**src/rht_pkg.sv**
```systemverilog
// Shared constants, command codes and helpers for the range histogram tally.
// No dependencies; used by rht_div and range_histogram_tally.
`default_nettype none

package rht_pkg;

  localparam int MAX_BINS  = 1024;
  localparam int BIN_AW    = $clog2(MAX_BINS);
  localparam int COUNT_W   = 32;
  localparam int NB_W      = 11;
  localparam int DVD_W     = 33;
  localparam int DSR_W     = 31;
  localparam int DIV_STEPS = DVD_W;
  localparam int DIV_CW    = $clog2(DIV_STEPS + 1);

  // Q16.16 one, stands in for a zero clump size
  localparam logic [DSR_W-1:0] ONE_Q = DSR_W'(65536);

  localparam logic [1:0] CMD_TALLY = 2'd0;
  localparam logic [1:0] CMD_READ  = 2'd1;
  localparam logic [1:0] CMD_CLEAR = 2'd2;
  localparam logic [1:0] CMD_NOP   = 2'd3;

  localparam logic [1:0] REG_HIST_MIN = 2'd0;
  localparam logic [1:0] REG_HIST_MAX = 2'd1;
  localparam logic [1:0] REG_BIN_CNT  = 2'd2;
  localparam logic [1:0] REG_CLUMP    = 2'd3;

  function automatic logic [COUNT_W-1:0] sat_inc(input logic [COUNT_W-1:0] v);
    sat_inc = (&v) ? v : v + COUNT_W'(1);
  endfunction

endpackage

`default_nettype wire

```
**src/rht_div.sv**
```systemverilog
// Radix-2 restoring divider, one quotient bit per cycle.
// Depends on rht_pkg for operand widths and step count.
`default_nettype none

module rht_div (
  input  wire logic                      clk,
  input  wire logic                      rst_n,
  input  wire logic                      start,
  input  wire logic [rht_pkg::DVD_W-1:0] dividend,
  input  wire logic [rht_pkg::DSR_W-1:0] divisor,
  output logic                           done,
  output logic [rht_pkg::DVD_W-1:0]      quotient
);

  logic                       busy_r;
  logic                       done_r;
  logic [rht_pkg::DIV_CW-1:0] cnt_r;
  logic [rht_pkg::DSR_W-1:0]  rem_r;
  logic [rht_pkg::DSR_W-1:0]  dsr_r;
  logic [rht_pkg::DVD_W-1:0]  q_r;
  logic [rht_pkg::DSR_W:0]    trial;
  logic                       fits;

  // shift in next dividend bit, subtract if it fits
  assign trial = {rem_r, q_r[rht_pkg::DVD_W-1]};
  assign fits  = trial >= {1'b0, dsr_r};

  always_ff @(posedge clk) begin
    if (!rst_n) begin
      busy_r <= 1'b0;
      done_r <= 1'b0;
      cnt_r  <= '0;
    end else begin
      done_r <= 1'b0;
      if (start) begin
        busy_r <= 1'b1;
        cnt_r  <= rht_pkg::DIV_CW'(rht_pkg::DIV_STEPS);
      end else if (busy_r) begin
        cnt_r <= cnt_r - rht_pkg::DIV_CW'(1);
        if (cnt_r == rht_pkg::DIV_CW'(1)) begin
          busy_r <= 1'b0;
          done_r <= 1'b1;
        end
      end
    end
  end

  always_ff @(posedge clk) begin
    if (start) begin
      rem_r <= '0;
      dsr_r <= divisor;
      q_r   <= dividend;
    end else if (busy_r) begin
      rem_r <= fits ? rht_pkg::DSR_W'(trial - {1'b0, dsr_r}) : trial[rht_pkg::DSR_W-1:0];
      q_r   <= {q_r[rht_pkg::DVD_W-2:0], fits};
    end
  end

  assign done     = done_r;
  assign quotient = q_r;

endmodule

`default_nettype wire

```
**config.mk**
```make
export PLATFORM = sky130hd
export DESIGN_NAME = rht_div
export DESIGN_NICKNAME = d
export VERILOG_FILES = /design/src/rht_pkg.sv /design/src/rht_div.sv
export SDC_FILE = /design/constraint.sdc
export NUM_CORES = 1
export LEC_CHECK = 0
export BUFFER_PORTS_ARGS = -buffer_cell sky130_fd_sc_hd__buf_4
export CAP_MARGIN = 30
export CORE_MARGIN = 2
export CORE_UTILIZATION = 57
export DETAILED_ROUTE_END_ITERATION = 8
export PLACE_DENSITY_LB_ADDON = 0.25
export RECOVER_POWER = 25
export SLEW_MARGIN = 20
export SYNTH_ARGS = -nofsm -noshare
export SYNTH_HDL_FRONTEND = slang
export SYNTH_SLANG_ARGS = --single-unit
```
**constraint.sdc**
```tcl
create_clock -name clk -period 3.8 [get_ports clk]
set_input_delay 0.76 -clock clk [delete_from_list [all_inputs] [get_ports clk]]
set_output_delay 0.76 -clock clk [all_outputs]
set_load 0.03 [all_outputs]
```
# After elaboration in Yosys (flattened, before gate mapping)
# Index checks and enable logic that the tools add are counted.
# word_totals
reg_bits,103
inputBits,67
out_inout_bits,34
word_cells,25
# classes
magnitude_cmp,1
n_mux,9
n_eq_ne,1
bitwise,2
reduce_logical,3
add_sub_neg,2
# ops
op,count
$mux 33,2
$ge 32x31->1,1
$mux 31,1
$sub 31x31->31,1
$mux 6,2
$eq 6x1->1 const B,1
$sub 6x1->6 const B,1
$mux 1,4
$reduce_or 3->1,1
$not 1->1,2
$reduce_bool 2->1,1
$reduce_or 2->1,1

# Logic depth before layout (Yosys ltp)
# depth
ltp_word,4
mapped_depth,13
mapped_depth_nobuf,11

# Worst setup path before layout
# OpenSTA, ideal clock, no wires.
# synth_timing
kind,register to register
start,register q_r (netlist bit quotient[32])
end,register rem_r[30] in the netlist's numbering
t_required_ps,3725
setup_time_ps,75
path_buffers,0
synth_period_minus_slack_ps,2816
path_stages_with_launch,12
t_arrival_ps,2742
path_slack_ps,984
cell_sequence,edfxtp_1 > inv_1 > ha_1 > fa_1 > nor2b_1 > o31ai_1 > a21oi_1 > o2111ai_1 > and2_1 > o21ai_0 > mux2_2 > o22ai_1
# synth_via
elab_chain_len,2
elab_cells_between_ends,3
cone_classes,add/sub: 1; order compare: 1; mux: 1
# synth_rtl
item,line_no,source
"start, declared",rht_div.sv:20,logic [rht_pkg::DVD_W-1:0] q_r;
"start signal, assigned",rht_div.sv:52,q_r <= dividend;
"start signal, assigned",rht_div.sv:55,"q_r <= {q_r[rht_pkg::DVD_W-2:0], fits};"
$sub 31x31->31 / $ge 32x31->1 (equally long branches),"rht_div.sv:54, rht_div.sv:26",
$mux 31 (*),rht_div.sv:54,"rem_r <= fits ? rht_pkg::DSR_W'(trial - {1'b0, dsr_r}) : trial[rht_pkg::DSR_W-1:0];"
"end signal, assigned",rht_div.sv:54,
"end, declared",rht_div.sv:18,logic [rht_pkg::DSR_W-1:0] rem_r;
# Mark *: on every way between the ends. The rest lies on a longest branch, timed or not.
# A chain may end at the register's enable or synchronous reset.

# Worst setup path after layout
# Same ends and word-level chain as after synthesis.

==> flow_metrics.py <==
metrics = {
    "worst_setup_path": {
        "cp_data_required_time_ns": 4.12,
        "critPathBufInv": 1,
        "worst-setup-path-type": "flop to flop",
        "end_kind": "flop",
        "arrival_ns": 3.47,
        "crit_family": "compound AO/OA/AOI/OAI gates",
        "startpoint_type": "flop",
        "cp_max_fo": 3,
        "cpPeakStageDelay_ns": 0.42,
        "rrSetupSlack_ns": 0.65,
        "crit_path_top_delay_cell": "edfxtp_1",
        "crit_chain": "inv_1 > ha_1 > fa_1 > nor2b_1 > o31ai_1 > a21oi_1 > o2111ai_1 > and2_1 > o21ai_0 > mux2_2 > o22ai_1",
    },
    "logic_synthesis": {
        "synth-edff-count": 64,
        "syn-cell-area_sq_um": 6002,
        "async_flop_share": 0,
        "synth_cell_types": 65,
        "syn_nets": 675,
        "avgSynthCellArea_sq_um": 10.46,
        "synthTopCellsByArea": "edfxtp_1 (32%), dfxtp_1 (13%), ha_1 (6.9%), mux2_2 (6.4%), a21oi_1 (3.1%)",
        "synth-xor-area-share": 0.04086,
        "synth_cells": 574,
        "ys_dominant_reg_cell": "edfxtp_1",
        "synth_top_area_cell": "edfxtp_1",
        "synth_seq_cells": 103,
        "synthAdderAreaFrac": 0.07213,
        "synth_top_family_by_area": "compound AO/OA/AOI/OAI gates",
        "ys_seq_area_frac": 0.4503,
        "yosys_warnings": 0,
        "synth_mux_area_frac": 0.08547,
        "netlist.area_leader.share": 0.3202,
        "synth-compound-area-share": 0.1839,
        "synth-simple-area-share": 0.1172,
    },
    "run_status": {
        "violations": "max-capacitance violations, max-slew violations",
        "status": "finished with violations",
    },
    "pwr": {
        "leakagePower_nw": 2.880,
        "p_sw_mw": 0.9143,
        "power.internal_mw": 1.868,
        "ir_worst_vdd_v": 0.0003185,
        "swShare": 0.3285,
        "pwr-share-clk": 0.241,
        "combPwrFrac": 0.275,
        "p_per_area_nw_per_um2": 398.0,
        "seqPwrFrac": 0.485,
    },
    "detailed_routing": {
        "antenna_left": 0,
        "drt-wirelength-per-cell_um": 16.65,
        "drt_iter0_drc": 297,
        "route.detailed.drc": 0,
        "vias": 4702,
        "routed_via_density": 5.834,
        "wirelength_um": 13420,
        "drt_pre_antenna_iters": 5,
    },
    "clock_network": {
        "clk_latency_ns": 0.39,
        "cts-hold-fix-buffers": 0,
        "cts.clk_slew.worst_paths_ns": 0.11,
        "cts-htree-levels": 3,
        "tritoncts": "built",
        "cts_resized": 0,
        "numCtsBuffers": 9,
        "root_buffer": "clkbuf_8",
        "post_cts_buffers": 0,
        "clk_path_buf_depth": 2,
        "clock_sinks": 103,
    },
    "timing": {
        "setup_viol": 0,
        "clock.fmax_mhz": 317.9,
        "drv_slew": 35,
        "hold_viol_final": 0,
        "finClkSkew_ns": 0.01071,
        "hold_slack_ns": 0.5019,
        "fin_ws_ns": 0.6539,
        "worstMarginPinSlew_ns": 1.706,
        "slew_headroom": -0.1371,
        "period_share": 0.8279,
        "rsz0062_at_grt": "false",
        "post-route-min-period_ns": 3.146,
        "tns_ns": 0,
    },
    "grt": {
        "grt_max_degree": 41,
        "grt_pass1_wl_um": 21580,
        "grt_overflow": 0,
        "first_global_vias": 4561,
        "antenna_found_initial": 0,
        "global_route.usage.total": 0.2401,
    },
    "finish": {
        "fin_cells": 806,
        "layout_common_cells": "buf_4 (73), edfxtp_1 (64), nor2_1 (46)",
        "diodes": 0,
        "fin_nets": 766,
        "final_common_cell": "buf_4",
        "layout-area-overhead-vs-synth_pct": 16.49,
        "drive_above_1_share": 0.2701,
    },
    "place": {
        "place_ws_ns": 0.6960,
        "io_buffers": 100,
        "routabilityCongestion": 0.8911,
        "place_hpwl_um": 9801,
        "dp_cells": 790,
    },
    "floorplanning": {
        "fp.dieW_um": 106.6,
        "io_pins": 101,
        "initial_core_util": 0.5840,
        "rows": 37,
        "die-height_um": 106.6,
        "core_sq_um": 10280,
        "dieArea_sq_um": 11370,
    },
    "min_path": {
        "worst_hold_path_type": "flop to flop",
    },
    "flow_run": {
        "cap_violations": 1,
    },
}
## flip-flops by register name, summed over array words and instances, names as in the netlist
register	flops
busy_r	1
cnt_r	6
done	1
dsr_r	31
quotient	33
rem_r	31
## tightest hold or removal path, cell delays in order (launching register included)
cell	delay (ns)
dfxtp_1	0.34
nand2_1	0.05
o21ai_0	0.06
## power groups by stage
stage / logic [mW] / clock network (mW) / registers [mW]
floorplan: 0.475 / 0 / 1.44
global placement: 0.740 / 0 / 1.37
detailed placement: 0.760 / 0 / 1.37
CTS: 0.762 / 0.690 / 1.35
global route: 0.830 / 0.732 / 1.36
finish: 0.764 / 0.670 / 1.35
## cells in the mapped netlist, types with 3 or more instances
master	instances
edfxtp_1	64
nor2_1	46
dfxtp_1	39
inv_1	39
nand2_1	38
a21oi_1	37
mux2_2	34
ha_1	33
o21ai_0	21
xor2_1	16
mux2i_1	13
clkbuf_1	12
xnor2_1	12
nand3_1	11
a211oi_1	10
o21ai_1	10
a21o_1	9
nand4_1	8
a32oi_1	7
nor2b_1	7
nor3_1	7
buf_6	6
o21a_1	6
a311oi_2	5
a31oi_1	5
nand2b_1	5
or2_2	5
a21oi_2	4
buf_1	4
o211ai_1	4
o21ai_2	4
o21bai_1	4
a21boi_0	3
or4_1	3
## area by class of cell
type / instances / area, sq um
Clock inverter: 7 / 66.31
Inverter: 39 / 146.4
Clock buffer: 9 / 123.9
Multi-Input combinational cell: 407 / 2998
Timing Repair Buffer: 105 / 784.5
Fill cell: 822 / 3286
Tap cell: 136 / 170.2
Sequential cell: 103 / 2703
## through the flow
stage / utilization / power [mW] / area, sq um
after floorplan: - / 1.914 / 6002
after global placement: 0.6622 / 2.109 / 6805
after detailed placement: 0.6622 / 2.133 / 6805
after CTS: 0.6807 / 2.801 / 6995
after global routing: 0.6803 / 2.921 / 6992
final: 0.6803 / 2.783 / 6992
## final timing paths
| path | start | end | depth (start not counted) |
|---|---|---|---|
| max reg2reg | quotient[32] | rem_r[30] | 11 |
| min reg2reg | rem_r[19] | rem_r[19] | 2 |
| min | rem_r[19] | rem_r[19] | 2 |
| max | quotient[32] | rem_r[30] | 11 |
## metal layers
| layer | track usage | vias up | routed length [um] |
|---|---|---|---|
| li1 | - | 2304 | - |
| met1 | 0.2976 | 2242 | 5704 |
| met2 | 0.4095 | 139 | 6706 |
| met3 | 0.07477 | 17 | 827 |
| met4 | 0.05937 | 0 | 177 |
| met5 | 0 | - | 0 |
## cell families (layout without fill, tap and decap cells)
kind of cell / count (synthesis) / count (layout)
adder cells (fa/ha/maj): 34 / 34
multiplexers: 47 / 47
flip-flops: 103 / 103
XOR/XNOR: 28 / 28
AO/OA/AOI/OAI: 154 / 154
buffers and inverters: 64 / 160
AND/OR/NAND/NOR: 144 / 144
(Power assumes the default switching activity.)
